`src/sv/hslca_pkg.sv`:
```
`timescale 1ns / 1ps
// ----------------------------------------------------------------------------
// hslca_pkg
// shared types for the hsl color adjust pipeline
// ----------------------------------------------------------------------------
package hslca_pkg;

  // which channel holds the maximum, ties resolved red first, then green
  typedef enum logic [2:0] {
    SEC_RED   = 3'b001,
    SEC_GREEN = 3'b010,
    SEC_BLUE  = 3'b100
  } sector_t;

endpackage

```
`src/sv/hslca_rgb2hsl.sv`:
```
`timescale 1ns / 1ps
// ----------------------------------------------------------------------------
// hslca_rgb2hsl
// input clamping, max/min search and divider operand setup (two stages)
// ----------------------------------------------------------------------------
module hslca_rgb2hsl #(
  parameter int FRAC_BITS = 12
) (
  input  logic                        clk,
  input  logic                        en,
  input  logic [FRAC_BITS:0]          red,
  input  logic [FRAC_BITS:0]          green,
  input  logic [FRAC_BITS:0]          blue,
  input  logic signed [FRAC_BITS+1:0] hue_d,
  input  logic signed [FRAC_BITS+1:0] sat_d,
  input  logic signed [FRAC_BITS+1:0] light_d,
  output logic [FRAC_BITS:0]          num_s,
  output logic [FRAC_BITS+1:0]        den_s,
  output logic [FRAC_BITS:0]          num_h,
  output logic [FRAC_BITS+1:0]        den_h,
  output hslca_pkg::sector_t          sector,
  output logic                        neg,
  output logic                        eq,
  output logic [FRAC_BITS:0]          light,
  output logic signed [FRAC_BITS+1:0] hue_dc,
  output logic signed [FRAC_BITS+1:0] sat_dc,
  output logic signed [FRAC_BITS+1:0] light_dc
);
  localparam int CW = FRAC_BITS + 1;
  localparam int DW = FRAC_BITS + 2;
  localparam logic [CW-1:0] ONE = {1'b1, {FRAC_BITS{1'b0}}};
  localparam logic [CW:0] TWO_ONE = {2'b10, {FRAC_BITS{1'b0}}};
  localparam logic signed [DW-1:0] D_POS = {1'b0, ONE};
  localparam logic signed [DW-1:0] D_NEG = -D_POS;

  logic [CW-1:0] r0_r, g0_r, b0_r;
  logic signed [DW-1:0] hd0_r, sd0_r, ld0_r;

  function automatic logic signed [DW-1:0] clamp_d(input logic signed [DW-1:0] v);
    if (v > D_POS) return D_POS;
    if (v < D_NEG) return D_NEG;
    return v;
  endfunction

  // stage 0: saturate channels and deltas
  always_ff @(posedge clk) begin
    if (en) begin
      r0_r  <= (red   > ONE) ? ONE : red;
      g0_r  <= (green > ONE) ? ONE : green;
      b0_r  <= (blue  > ONE) ? ONE : blue;
      hd0_r <= clamp_d(hue_d);
      sd0_r <= clamp_d(sat_d);
      ld0_r <= clamp_d(light_d);
    end
  end

  // stage 1: max/min, lightness, divider operands
  hslca_pkg::sector_t sec_c;
  logic [CW-1:0] mx, mn, d, diff;
  logic [CW:0]   sum;
  logic          neg_c, big;

  always_comb begin
    if (r0_r >= g0_r && r0_r >= b0_r) begin
      sec_c = hslca_pkg::SEC_RED;
      mx    = r0_r;
      neg_c = g0_r < b0_r;
      diff  = neg_c ? b0_r - g0_r : g0_r - b0_r;
    end else if (g0_r >= b0_r) begin
      sec_c = hslca_pkg::SEC_GREEN;
      mx    = g0_r;
      neg_c = b0_r < r0_r;
      diff  = neg_c ? r0_r - b0_r : b0_r - r0_r;
    end else begin
      sec_c = hslca_pkg::SEC_BLUE;
      mx    = b0_r;
      neg_c = r0_r < g0_r;
      diff  = neg_c ? g0_r - r0_r : r0_r - g0_r;
    end
    mn = r0_r;
    if (g0_r < mn) mn = g0_r;
    if (b0_r < mn) mn = b0_r;
    sum = {1'b0, mx} + {1'b0, mn};
    d   = mx - mn;
    big = {sum[CW:1], 1'b0} > {1'b0, ONE};
  end

  always_ff @(posedge clk) begin
    if (en) begin
      num_s    <= d;
      den_s    <= big ? TWO_ONE - sum : sum;
      num_h    <= diff;
      den_h    <= {1'b0, d};
      sector   <= sec_c;
      neg      <= neg_c;
      eq       <= (mx == mn);
      light    <= sum[CW:1];
      hue_dc   <= hd0_r;
      sat_dc   <= sd0_r;
      light_dc <= ld0_r;
    end
  end

endmodule

```
`config.mk`:
```
export PLATFORM = sky130hd
export DESIGN_NAME = hslca_rgb2hsl
export DESIGN_NICKNAME = d
export VERILOG_FILES = /design/src/sv/hslca_pkg.sv /design/src/sv/hslca_rgb2hsl.sv
export SDC_FILE = /design/constraint.sdc
export NUM_CORES = 1
export LEC_CHECK = 0
export BUFFER_PORTS_ARGS = -buffer_cell sky130_fd_sc_hd__buf_2
export CAP_MARGIN = 30
export CORE_MARGIN = 2
export CORE_UTILIZATION = 58
export CTS_CLUSTER_SIZE = 20
export DETAILED_ROUTE_END_ITERATION = 8
export PLACE_DENSITY_LB_ADDON = 0.25
export SYNTH_ARGS = -nofsm -noshare
export SYNTH_HDL_FRONTEND = slang
export SYNTH_SLANG_ARGS = --single-unit
```
`constraint.sdc`:
```
create_clock -name clk -period 8.8 [get_ports clk]
set_clock_uncertainty 0.1 [all_clocks]
set_input_delay 0.88 -clock clk [delete_from_list [all_inputs] [get_ports clk]]
set_output_delay 0.88 -clock clk [all_outputs]
set_load 0.005 [all_outputs]
```
# [After elaboration in Yosys (flattened, before gate mapping)]
# Index checks and enable logic that the tools add are counted.
[totals] wordCells=85 latch_bits=0 out_inout_bits=114 regBits=181 romBits=0 in_bits=83 mem_count=0 ramBits=0
[op_classes] n_reduce_logical=1 n_lt_le_gt_ge=18 addsub=9 mul=0 shift=0 n_eq_ne=1 bitwise_logic=0 n_mux=40 n_div=0
[op_table] op="14-bit 2-to-1 mux" n=13
[op_table] op="13-bit 2-to-1 mux" n=9
[op_table] op="13-bit subtractor" n=7
[op_table] op="13-bit less-than comparator" n=5
[op_table] op="14-bit greater-than comparator, second input constant" n=3
[op_table] op="14-bit by 13-bit less-than comparator with 1-bit output, second input constant" n=3
[op_table] op="13-bit greater-or-equal comparator" n=3
[op_table] op="13-bit greater-than comparator, second input constant" n=3
[op_table] op="1-bit 2-to-1 mux" n=17
[op_table] op="13-bit by 13-bit adder with 14-bit output" n=1
[op_table] op="14-bit by 13-bit greater-than comparator with 1-bit output, second input constant" n=1
[op_table] op="14-bit subtractor, first input constant" n=1
[op_table] op="13-bit == test" n=1
[op_table] op="3-bit 2-to-1 mux" n=1
[op_table] op="1-bit logical AND" n=1

# [Longest topological paths before layout]
# Gate-level depths: netlist of run 1.
[logic_depth] depth_word=7 ltp_mapped=33 mapped_depth_nobuf=30

# [Worst setup path before layout of run 1]
# Ideal clock, no wire load.
[synth_timing] path_kind="reg-to-reg" startpoint="register r0_r[1]" endpoint="register den_s[1] (data pin)" required_time_ps=8440 setup_time_ps=260 stages_incl_launch_ff=31 path_buffers=3 period_less_slack_ps=7477 arrival_time_ps=7118 slack_ps=1323 path_cell_list="edfxtp_1 inv_1 ha_1 nor2b_1 o21ai_1 nand2b_1 a221o_1 a21bo_2 a221oi_4 buf_2 mux2i_1 ha_1 a21o_1 a21o_1 a21oi_1 nor2_1 a211oi_1 and3_1 buf_4 buf_6 mux2i_1 ha_1 a21o_1 a211o_1 a2111oi_0 nor3_1 xnor2_1 nor4b_2 nand4bb_1 a21oi_4 mux2_2"
[synth_via] elab_chain_cells=7 word_cells_on_any_way=12 cone_classes="2 x add/sub; 5 x order compare; 4 x mux; 1 x reduce/logical"
[synth_rtl] element="start, declared" line_no="hslca_rgb2hsl.sv:36" source="logic [CW-1:0] r0_r, g0_r, b0_r;"
[synth_rtl] element="start signal, assigned" line_no="hslca_rgb2hsl.sv:48" source="r0_r <= (red > ONE) ? ONE : red;"
[synth_rtl] element="13-bit less-than comparator" line_no="hslca_rgb2hsl.sv:81" source="if (g0_r < mn) mn = g0_r;"
[synth_rtl] element="13-bit 2-to-1 mux" line_no="hslca_rgb2hsl.sv:81"
[synth_rtl] element="13-bit less-than comparator" line_no="hslca_rgb2hsl.sv:82" source="if (b0_r < mn) mn = b0_r;"
[synth_rtl] element="13-bit 2-to-1 mux" line_no="hslca_rgb2hsl.sv:82"
[synth_rtl] element="13-bit by 13-bit adder with 14-bit output *" line_no="hslca_rgb2hsl.sv:83" source="sum = {1'b0, mx} + {1'b0, mn};"
[synth_rtl] element="via sum[7]" line_no="hslca_rgb2hsl.sv:60" source="logic [CW:0] sum;"
[synth_rtl] element="14-bit by 13-bit greater-than comparator with 1-bit output *" line_no="hslca_rgb2hsl.sv:85" source="big = {sum[CW:1], 1'b0} > {1'b0, ONE};"
[synth_rtl] element="14-bit 2-to-1 mux *" line_no="hslca_rgb2hsl.sv:91" source="den_s <= big ? TWO_ONE - sum : sum;"
[synth_rtl] element="end signal, assigned" line_no="hslca_rgb2hsl.sv:91"
[synth_rtl] element="end, declared" line_no="hslca_rgb2hsl.sv:18" source="output logic [FRAC_BITS+1:0] den_s,"
# Mark *: on every way through the listed nets, which the timed path passes. The rest lies on a longest branch.
# A chain may end at the register's enable or synchronous reset.

# [Worst setup path in the final report of run 1]
# Ends and elaborated chain as after synthesis.

==> key figures, run 1 <==
Route
  • DR vias/cell: 5.77
  • Drt initial violations: 806
  • Antenna Nets Post-Route: 0
  • Final wirelength: 30,500 µm
  • WL/cell: 19.2 µm
  • Via Count: 9,195
  • Drt pass-1 iters: 5
  • # DRC: 0

Final layout
  • Layout Nets: 1,512
  • Share of layout cells above drive strength 1: 20.0%
  • Area delta synth->final: 13.9%
  • Ant. Diodes: 0

Logic synthesis
  • Synth area leader: edfxtp_1
  • Largest cells by area after synthesis: edfxtp_1 (44%), ha_1 (12%), mux2i_1 (4.5%)
  • Cell variety after synth: 68
  • Post-Syn Nets: 1,359
  • Mapped Avg Cell Area: 10.6 µm²
  • Post-Synth Simple-Gate Area: 12.7%
  • Post-synthesis compound-gate area fraction: 14.3%
  • Number of synthesized flops with an enable pin: 180
  • Share of the synthesized area in the top cell type: 44.2%
  • Synth Area in Adders: 13.1%
  • Flops & latches, synth: 180
  • Top-count cell post-synth: edfxtp_1
  • Mux share of post-synthesis cell area: 6.25%
  • Seq/Total Area, Yosys: 44.2%
  • Synth Cell Area: 12,200 µm²
  • Top post-synthesis cells by count: edfxtp_1 (180), ha_1 (115), a21oi_1 (93)
  • Async set-reset flop share out of synthesis: 0%
  • Synth Area in XOR/XNOR: 4.22%
  • Largest family of logic cells by synthesized area: compound AO/OA/AOI/OAI gates
  • Post-synth top flop: edfxtp_1
  • Mapped Cells: 1,153
  • Synth warnings: 0

GRT
  • Vias in the first global route: 8,806
  • Initial antenna violation count: 0
  • Largest net degree at the start of global routing: 114
  • Tot GR Track Use: 27.6%
  • Global route overflow: 0
  • First-pass GRT wire length: 47,100 µm

STA
  • Slew HR: 35.8%
  • Fin crit period: 8220 ps
  • RSZ-0062 raised after global routing: no
  • Final hold vios: 0
  • Max Fclk: 122 MHz
  • Slew Limit Fails: 0
  • Setup_tns: 0 ps
  • Final worst-path cycle share: 93.4%
  • Final hold slack: 313 ps
  • Worst slew pin tran: 953 ps
  • Final setup violation count: 0

CTS
  • Total CTS buffers: 17
  • Clock slew at reported path FFs: 90 ps
  • CTS tree: yes
  • # clock sinks: 180
  • Bufs on Longest Clock Path: 2
  • CTS H-tree depth: 4
  • Root Driver: clkbuf_16
  • Worst skew pair latency: 450 ps

Die
  • Cell Rows: 53
  • Die X: 149 µm
  • Die area: 22,300 µm²
  • Chip height: 149 µm
  • Initial Util: 58.6%
  • Ports: 197
  • Core area: 20,900 µm²

Setup path
  • CP arrival: 8320 ps
  • CP max stage delay: 530 ps
  • Most common cell on crit path: ha_1
  • Critical path endpoint category: register
  • Crit path required time: 8900 ps
  • CP max stage cell: nor4b_2
  • Top fanout value on the critical path: 22
  • Startpoint Class: register
  • WS Path Type: register to register

Worst hold path
  • Hold Path Class: register to register

Place
  • GPL Wtd Cong: 0.961
  • # port buffers: 195
  • DP HPWL: 23,000 µm

Power
  • PwrDens: 258 nW/µm²
  • Peak VDD IR: 159 µV
  • Leak: 0.00603 µW

Job
  • Max Cap Violations: 0

Run status
  • Status: complete, no violations
-- critical path: cells and delay by family, from the launching register on --
kind,cells,cell delay [ps]
AOI/OAI and AO/OA,11,3160
xor gates and xnor gates,1,200
adders and majority gates,3,920
buffers and inverters,3,850
DFF,1,520
muxes,3,740
and+or+nand+nor,7,1460
-- path summary, 6_finish.rpt --
check | from | endpoint | slack [ps] | cells after the start
min reg2reg | ld0_r[8]$_SDFFCE_PP0P_ | light_dc[8]$_DFFE_PP_ | 310 | 0
max | r0_r[1]$_SDFFCE_PN0P_ | den_s[1]$_DFFE_PP_ | 580 | 28
min | ld0_r[8]$_SDFFCE_PP0P_ | light_dc[8]$_DFFE_PP_ | 310 | 0
max reg2reg | r0_r[1]$_SDFFCE_PN0P_ | den_s[1]$_DFFE_PP_ | 580 | 28
-- registers in the layout (all words and copies together) (netlist names) --
register,cells
num_s,13
light,13
num_h,13
sector,3
neg,1
sd0_r,14
den_s,13
g0_r,13
r0_r,13
hue_dc,14
sat_dc,14
light_dc,14
hd0_r,14
b0_r,13
ld0_r,14
eq,1
-- through the flow --
stage | utilization (%) | worst slack (ps) | cells | power (µW) | instance area [µm²]
floorplan | - | 1320 | 1153 | 2360 | 12200
global placement | 63.5 | 876 | 1560 | 2750 | 13300
detailed placement | 63.5 | 537 | 1560 | 2780 | 13300
CTS | 66.5 | 498 | 1592 | 3590 | 13900
global route | 66.7 | 161 | 1594 | 3820 | 13900
finish | 66.7 | 583 | 1594 | 3590 | 13900
-- report_power, final --
part | switching [µW] | leakage [µW] | internal, µW | total, µW
clock network | 406 | 0.000296 | 392 | 798
registers | 66.5 | 0.00175 | 1200 | 1260
logic | 893 | 0.00398 | 635 | 1530
-- kinds of logic (layout without fill, tap and decap cells) --
| family | count (synthesis) | in the layout |
|---|---|---|
| AO/OA/AOI/OAI | 278 | 278 |
| XOR/XNOR | 59 | 59 |
| adder cells (fa/ha/maj) | 123 | 123 |
| buffers and inverters | 145 | 311 |
| flip-flops | 180 | 180 |
| multiplexers | 74 | 74 |
| other | 1 | 1 |
| AND/OR/NAND/NOR | 293 | 293 |
-- placed cells by master, fill, tap and decap left out, types with 4 or more instances in the layout --
cell type,instances
buf_2,194
edfxtp_1,180
ha_1,115
a21oi_1,93
inv_1,76
o21ai_0,65
nand2_1,62
mux2i_1,55
nor2_1,49
nor2b_1,48
and2_1,42
xnor2_1,35
a21o_1,28
xor2_1,24
nor3_1,17
clkbuf_16,17
a31oi_1,15
nand4_1,12
o21bai_1,11
nor4_1,11
mux2_2,11
nand3_1,10
mux2_1,8
fa_1,8
nand2b_1,7
a221oi_1,7
o21a_1,7
and3_1,6
or2_2,6
buf_4,6
o21ai_1,5
o211ai_1,5
a2111oi_0,5
or3_1,5
clkinv_8,5
or4_1,4
nor3b_1,4
o221ai_1,4
-- routing by layer --
metal | global-route usage (%) | routed length [µm] | vias up
li1 | - | - | 4480
met1 | 36.9 | 13300 | 4315
met2 | 44.6 | 14500 | 352
met3 | 5.29 | 1920 | 48
met4 | 10.3 | 852 | 0
met5 | 0 | 0 | -
-- timing repair --
item	CTS	global route
hold buffers	0	0
endpoints found under the setup margin	0	1
buffers inserted	0	0
gates resized for setup	0	1
-- layout make-up --
cell class,count,area (µm²)
flip-flops and latches,180,5410
fillers,1657,6960
clock buffers,17,425
clock inverters,15,195
multi-input cells,828,6210
repair buffers,203,1070
well taps,275,344
inverters,76,285
No activity file was read; power rests on OpenSTA's default activity.
==> run 2: changes to the inputs <==
CORE_UTILIZATION = 35   (was 58)
PLACE_DENSITY_LB_ADDON = default   (was 0.25)
SLEW_MARGIN = 20   (was default)
==> run 2 against run 1 <==
Against the previous run:
- wire length rose by 8.4%
- maximum frequency is 2.0% higher
- via count hardly changed
- sequential power hardly changed
- setup slack improved by 160 ps
- combinational power about the same
==> key figures, run 2 (synthesis results as in run 1) <==
CTS
  • Worst skew pair latency: 450 ps (about the same)
  • CTS tree: yes
  • Total CTS buffers: 17 (unchanged)
  • Clock slew at reported path FFs: 80 ps (about the same)
  • CTS H-tree depth: 4 (unchanged)
  • CTS hold repair buffers: 0 (unchanged)
  • Root Driver: clkbuf_16
  • # clock sinks: 180 (unchanged)
  • Resized cells post-CTS: 0 (unchanged)
  • Bufs on Longest Clock Path: 2 (unchanged)
  • Post-CTS Setup Inserts: 0 (unchanged)

Setup path
  • WS Path Type: register to register
  • Startpoint Class: register
  • Top fanout value on the critical path: 22 (unchanged)
  • Setup crit start: r0_r[1]$_SDFFCE_PN0P_
  • Crit path required time: 8900 ps (about the same)
  • Worst r2r src: r0_r[1]$_SDFFCE_PN0P_
  • CP arrival: 8150 ps (-170 ps)
  • Critical path endpoint category: register
  • R2R Path End: den_s[1]$_DFFE_PP_
  • R2R cell count: 26 (-7.1%)
  • CP endpoint: den_s[1]$_DFFE_PP_
  • R2r setup slk: 740 ps (+160 ps)

STA
  • Final hold vios: 0 (unchanged)
  • Final worst slack: 743 ps (+160 ps)
  • Worst slew pin tran: 945 ps (-8.55 ps)
  • Final setup violation count: 0 (unchanged)
  • Slew HR: 36.3% (+0.58 points)
  • Fin crit period: 8060 ps (-160 ps)
  • RSZ-0062 raised after global routing: no
  • Setup_tns: 0 ps (unchanged)
  • Final worst-path cycle share: 91.6% (-1.8 points)
  • Slew Limit Fails: 0 (unchanged)
  • Max Fclk: 124 MHz (+2.0%)
  • Final hold slack: 310 ps (-2.89 ps)

Route
  • # DRC: 0 (unchanged)
  • Antenna Nets Post-Route: 0 (unchanged)
  • Drt pass-1 iters: 5 (unchanged)
  • Drt initial violations: 622 (-23%)
  • Via Count: 9,193 (-0.022%)
  • DR vias/cell: 5.18 (-10%)
  • WL/cell: 18.6 µm (-2.7%)
  • Final wirelength: 33,100 µm (+8.4%)

GRT
  • Initial antenna violation count: 5 (+5)
  • Global route overflow: 0 (unchanged)
  • Tot GR Track Use: 18.2% (-9.3 points)
  • Global routing's busiest layer: met2
  • Grt met1 use: 23.4% (-13 points)
  • Largest net degree at the start of global routing: 72 (-37%)
  • GR Util met3: 5.21% (-0.077 points)
  • Vias in the first global route: 8,823 (+0.19%)
  • First-pass GRT wire length: 50,300 µm (+6.9%)
  • Grt met2 use: 29.1% (-16 points)

Run status
  • Status: complete, no violations

Worst hold path
  • Hold Path Class: register to register

Place
  • DP Worst Slack: 795 ps (+257 ps)
  • DP HPWL: 25,400 µm (+10%)
  • Placed insts: 1,742 (+12%)
  • GPL Wtd Cong: 0.958 (-0.28%)
  • # port buffers: 195 (unchanged)

Final layout
  • Most frequent cells in the layout: buf_2 (194), edfxtp_1 (180), ha_1 (115)
  • Share of layout cells above drive strength 1: 19.9% (-0.091 points)
  • Layout Nets: 1,513 (+0.066%)
  • Area delta synth->final: 15.4%
  • Commonest non-fill, non-tap cell in the layout: buf_2
  • Core Util, Final: 41.0% (-26 points)
  • Non-Filler Instances: 1,776 (+11%)

Die
  • Cell Rows: 68 (+28%)
  • Core area: 34,500 µm² (+65%)
  • Initial Util: 35.5% (-23 points)
  • Ports: 197 (unchanged)
  • Chip height: 191 µm (+28%)
  • Die area: 36,500 µm² (+64%)
  • Die X: 191 µm (+28%)

Power
  • Leak: 0.00602 µW (-0.26%)
  • Peak VDD IR: 141 µV (-11%)
  • PwrDens: 253 nW/µm² (-1.7%)

Job
  • Max Cap Violations: 0 (unchanged)
-- run 2: area by class of cell --
| class | count | area [µm²] |
|---|---|---|
| Timing Repair Buffer | 204 | 1050 |
| Multi-Input combinational cell | 828 | 6200 |
| Clock buffer | 17 | 425 |
| Tap cell | 455 | 569 |
| Sequential cell | 180 | 5410 |
| Inverter | 76 | 285 |
| Antenna cell | 1 | 2.50 |
| Clock inverter | 15 | 166 |
| Fill cell | 3350 | 20300 |
-- run 2: metal layers --
layer  vias up  part of all wire (%)
li1       4486                     -
met1      4354                    44
met4         4                   2.6
met5         -                 0.042
met2       300                    46
met3        49                   7.1
-- run 2: critical path, cell delays in order (launching register included) --
cell	delay, ps
edfxtp_1	530
inv_1	200
ha_1	360
nor2b_1	140
o21ai_1	130
nand2b_1	90
a221o_1	340
a21bo_2	220
a221oi_4	360
buf_4	210
mux2i_1	290
ha_1	300
a21o_1	190
a21o_1	180
a211oi_1	530
and3_1	290
buf_4	320
mux2i_1	230
ha_1	340
a211o_1	310
a2111oi_0	370
nor3_1	130
xnor2_1	190
nor4b_2	490
nand4bb_1	220
a21oi_4	350
mux2_2	380
-- run 2: through the flow --
step	total power (µW)	instance area, µm²
2_1_floorplan	2360	12200
3_3_place_gp	2800	13500
3_5_place_dp	2820	13500
4_1_cts	3600	14100
5_1_grt	3830	14100
6_report	3570	14100
-- run 2: report_power, final --
group          internal, µW  leakage (µW)  switching [µW]
Clock                   381      0.000286             384
Combinational           634       0.00398             905
Sequential             1200       0.00175            72.5
Total                  2210       0.00602            1360
-- run 2: how the worst min path moves through the flow --
stage / start / to / slack (ps) / depth (start not counted)
after global placement: ld0_r[7]$_SDFFCE_PP0P_ / light_dc[7]$_DFFE_PP_ / 300 / 0
final: sd0_r[12]$_SDFFCE_PP1P_ / sat_dc[12]$_DFFE_PP_ / 310 / 0
after global routing: sd0_r[12]$_SDFFCE_PP1P_ / sat_dc[12]$_DFFE_PP_ / 320 / 0
after detailed placement: ld0_r[13]$_SDFFCE_PP0P_ / light_dc[13]$_DFFE_PP_ / 300 / 0
after floorplan: hd0_r[0]$_SDFFCE_PP0P_ / hue_dc[0]$_DFFE_PP_ / 300 / 0
after CTS: sd0_r[12]$_SDFFCE_PP1P_ / sat_dc[12]$_DFFE_PP_ / 310 / 0
==> run 3: changes to the inputs <==
CORE_UTILIZATION = 50   (was 35)
PLACE_DENSITY = 0.72   (was default)
REMOVE_ABC_BUFFERS = 1   (was default)
==> run 3 against run 2 <==
Against the previous run:
- design area fell by 0.91%
- total power fell by 0.11%
- maximum frequency fell by 2.1%
- global-route usage rose by 5.1 points
- final cell count fell by 7.4%
- first-iteration DRC count rose by 29%
- utilization rose by 17 points
- combinational power barely moved
- wire length fell by 9.4%
- clock power rose by 2%
- non-clock buffer count did not move
- sequential cell count did not move
- largest power group unchanged
==> key figures, run 3 (synthesis results as in run 1) <==
Power
  • Sequential power share: 35.4% (-0.2 points)
  • Combinational share of power: 42.8% (-0.2 points)
  • Peak VDD IR: 141 µV (+0.13%)
  • Clock share of power: 21.8% (+0.4 points)
  • Internal power: 2220 µW (+0.25%)
  • Sw frac: 37.8% (-0.23 points)
  • Leak: 0.00604 µW (+0.31%)
  • PwrDens: 255 nW/µm² (+0.81%)
  • Sw Pwr: 1350 µW (-0.71%)

GRT
  • Grt met1 use: 32.8% (+9.3 points)
  • Vias in the first global route: 8,949 (+1.4%)
  • First-pass GRT wire length: 47,300 µm (-6.0%)
  • Grt met2 use: 37.7% (+8.6 points)
  • Initial antenna violation count: 0 (-5)
  • Tot GR Track Use: 23.3% (+5.1 points)
  • GR Util met3: 3.56% (-1.6 points)
  • Largest net degree at the start of global routing: 115 (+60%)
  • Global routing's busiest layer: met2
  • Global route overflow: 0 (unchanged)

Run status
  • Status: complete, no violations

STA
  • Final setup violation count: 0 (unchanged)
  • Slew HR: 33.0% (-3.4 points)
  • Slew Limit Fails: 0 (unchanged)
  • Final hold slack: 316 ps (+5.82 ps)
  • Worst slew pin tran: 1010 ps (+60.7 ps)
  • RSZ-0062 raised after global routing: no
  • Final hold vios: 0 (unchanged)
  • Setup_tns: 0 ps (unchanged)
  • Max Fclk: 122 MHz (-2.1%)
  • Final worst-path cycle share: 93.5% (+2.0 points)
  • Fin crit period: 8230 ps (+172 ps)

Final layout
  • Non-Filler Instances: 1,644 (-7.4%)
  • Area delta synth->final: 14.3%
  • Commonest non-fill, non-tap cell in the layout: buf_2
  • FILL cells: 2,070 (-38%)
  • Ant. Diodes: 0 (-1)
  • Layout Nets: 1,513 (unchanged)
  • Share of layout cells above drive strength 1: 20.0% (+0.076 points)
  • Most frequent cells in the layout: buf_2 (194), edfxtp_1 (180), ha_1 (115)

Job
  • Max Cap Violations: 0 (unchanged)

Place
  • GPL Wtd Cong: 1.04 (+8.4%)
  • # port buffers: 195 (unchanged)
  • Placed insts: 1,609 (-7.6%)
  • DP HPWL: 22,600 µm (-11%)

Die
  • Die X: 160 µm (-16%)
  • Die area: 25,700 µm² (-29%)
  • Core area: 24,200 µm² (-30%)
  • Ports: 197 (unchanged)
  • Initial Util: 50.6% (+15 points)
  • Chip height: 160 µm (-16%)
  • Cell Rows: 57 (-16%)

Setup path
  • Crit path required time: 8890 ps (about the same)
  • WS Path Type: register to register
  • Critical path endpoint category: register
  • Most common cell on crit path: ha_1
  • Top fanout value on the critical path: 22 (unchanged)
  • Startpoint Class: register
  • CP max stage cell: a2111oi_0
  • CP max stage delay: 580 ps (+50 ps)
  • CP arrival: 8320 ps (+170 ps)

Worst hold path
  • Hold Path Class: register to register

CTS
  • Total CTS buffers: 17 (unchanged)
  • Bufs on Longest Clock Path: 2 (unchanged)
  • Root Driver: clkbuf_16
  • # clock sinks: 180 (unchanged)
  • CTS tree: yes
  • CTS H-tree depth: 4 (unchanged)
  • Resized cells post-CTS: 0 (unchanged)
  • Clock slew at reported path FFs: 80 ps (about the same)
  • Worst skew pair latency: 440 ps (about the same)

Route
  • Via Count: 9,333 (+1.5%)
  • WL/cell: 18.2 µm (-2.1%)
  • Antenna Nets Post-Route: 0 (unchanged)
  • DR vias/cell: 5.68 (+9.7%)
  • Drt initial violations: 803 (+29%)
  • Final wirelength: 30,000 µm (-9.4%)
  • # DRC: 0 (unchanged)
  • Drt pass-1 iters: 5 (unchanged)
-- run 3: what timing repair did --
action | 4_1_cts | 5_1_grt
hold buffers | 0 | 0
setup endpoints to repair | 0 | 11
buffers inserted | 0 | 2
-- run 3: layout make-up --
| cell class | count | area [µm²] | area share, % |
|---|---|---|---|
| Clock inverter | 15 | 180 | 1.29 |
| Sequential cell | 180 | 5410 | 38.7 |
| Tap cell | 324 | 405 | 2.90 |
| Clock buffer | 17 | 425 | 3.04 |
| Inverter | 76 | 285 | 2.04 |
| Multi-Input combinational cell | 828 | 6200 | 44.4 |
| Timing Repair Buffer | 204 | 1080 | 7.70 |
-- run 3: worst max-delay path: cells and delay by family, from the launching register on --
family / cells / cell delay (ps)
AOI/OAI and AO/OA: 10 / 3110
and+or+nand+nor: 6 / 1360
adders and majority gates: 3 / 1000
muxes: 3 / 910
buffers and inverters: 3 / 750
DFF: 1 / 510
xor gates and xnor gates: 1 / 220
-- run 3: metal layers --
metal	vias to the layer above	share of wire, %	wire (µm)
met5	-	0	0
met4	0	1.8	552
met3	39	8.3	2490
met2	415	47	14000
met1	4416	43	13000
li1	4463	-	-
-- run 3: final timing paths --
path / startpoint / to / slack (ps) / cells past startpoint
hold reg to reg: hd0_r[1]$_SDFFCE_PP0P_ / hue_dc[1]$_DFFE_PP_ / 320 / 0
hold / removal: hd0_r[1]$_SDFFCE_PP0P_ / hue_dc[1]$_DFFE_PP_ / 320 / 0
setup / recovery: r0_r[1]$_SDFFCE_PN0P_ / den_s[1]$_DFFE_PP_ / 570 / 26
setup reg to reg: r0_r[1]$_SDFFCE_PN0P_ / den_s[1]$_DFFE_PP_ / 570 / 26
-- run 3: power groups by stage --
stage,Clock [µW],Sequential [µW],Combinational [µW]
after detailed placement,0,1280,1500
after CTS,799,1270,1510
after global placement,0,1280,1470
after floorplan,0,1300,1000
after global routing,828,1280,1690
final,780,1260,1530
-- run 3: through the flow --
step	total power, µW	util [%]	setup slack (ps)	cell area, µm²
after floorplan	2300	-	867	11900
after global placement	2750	55.1	718	13300
after detailed placement	2790	55.2	496	13300
after CTS	3580	57.7	314	13900
after global routing	3800	57.8	3.55	14000
final	3570	57.8	571	14000
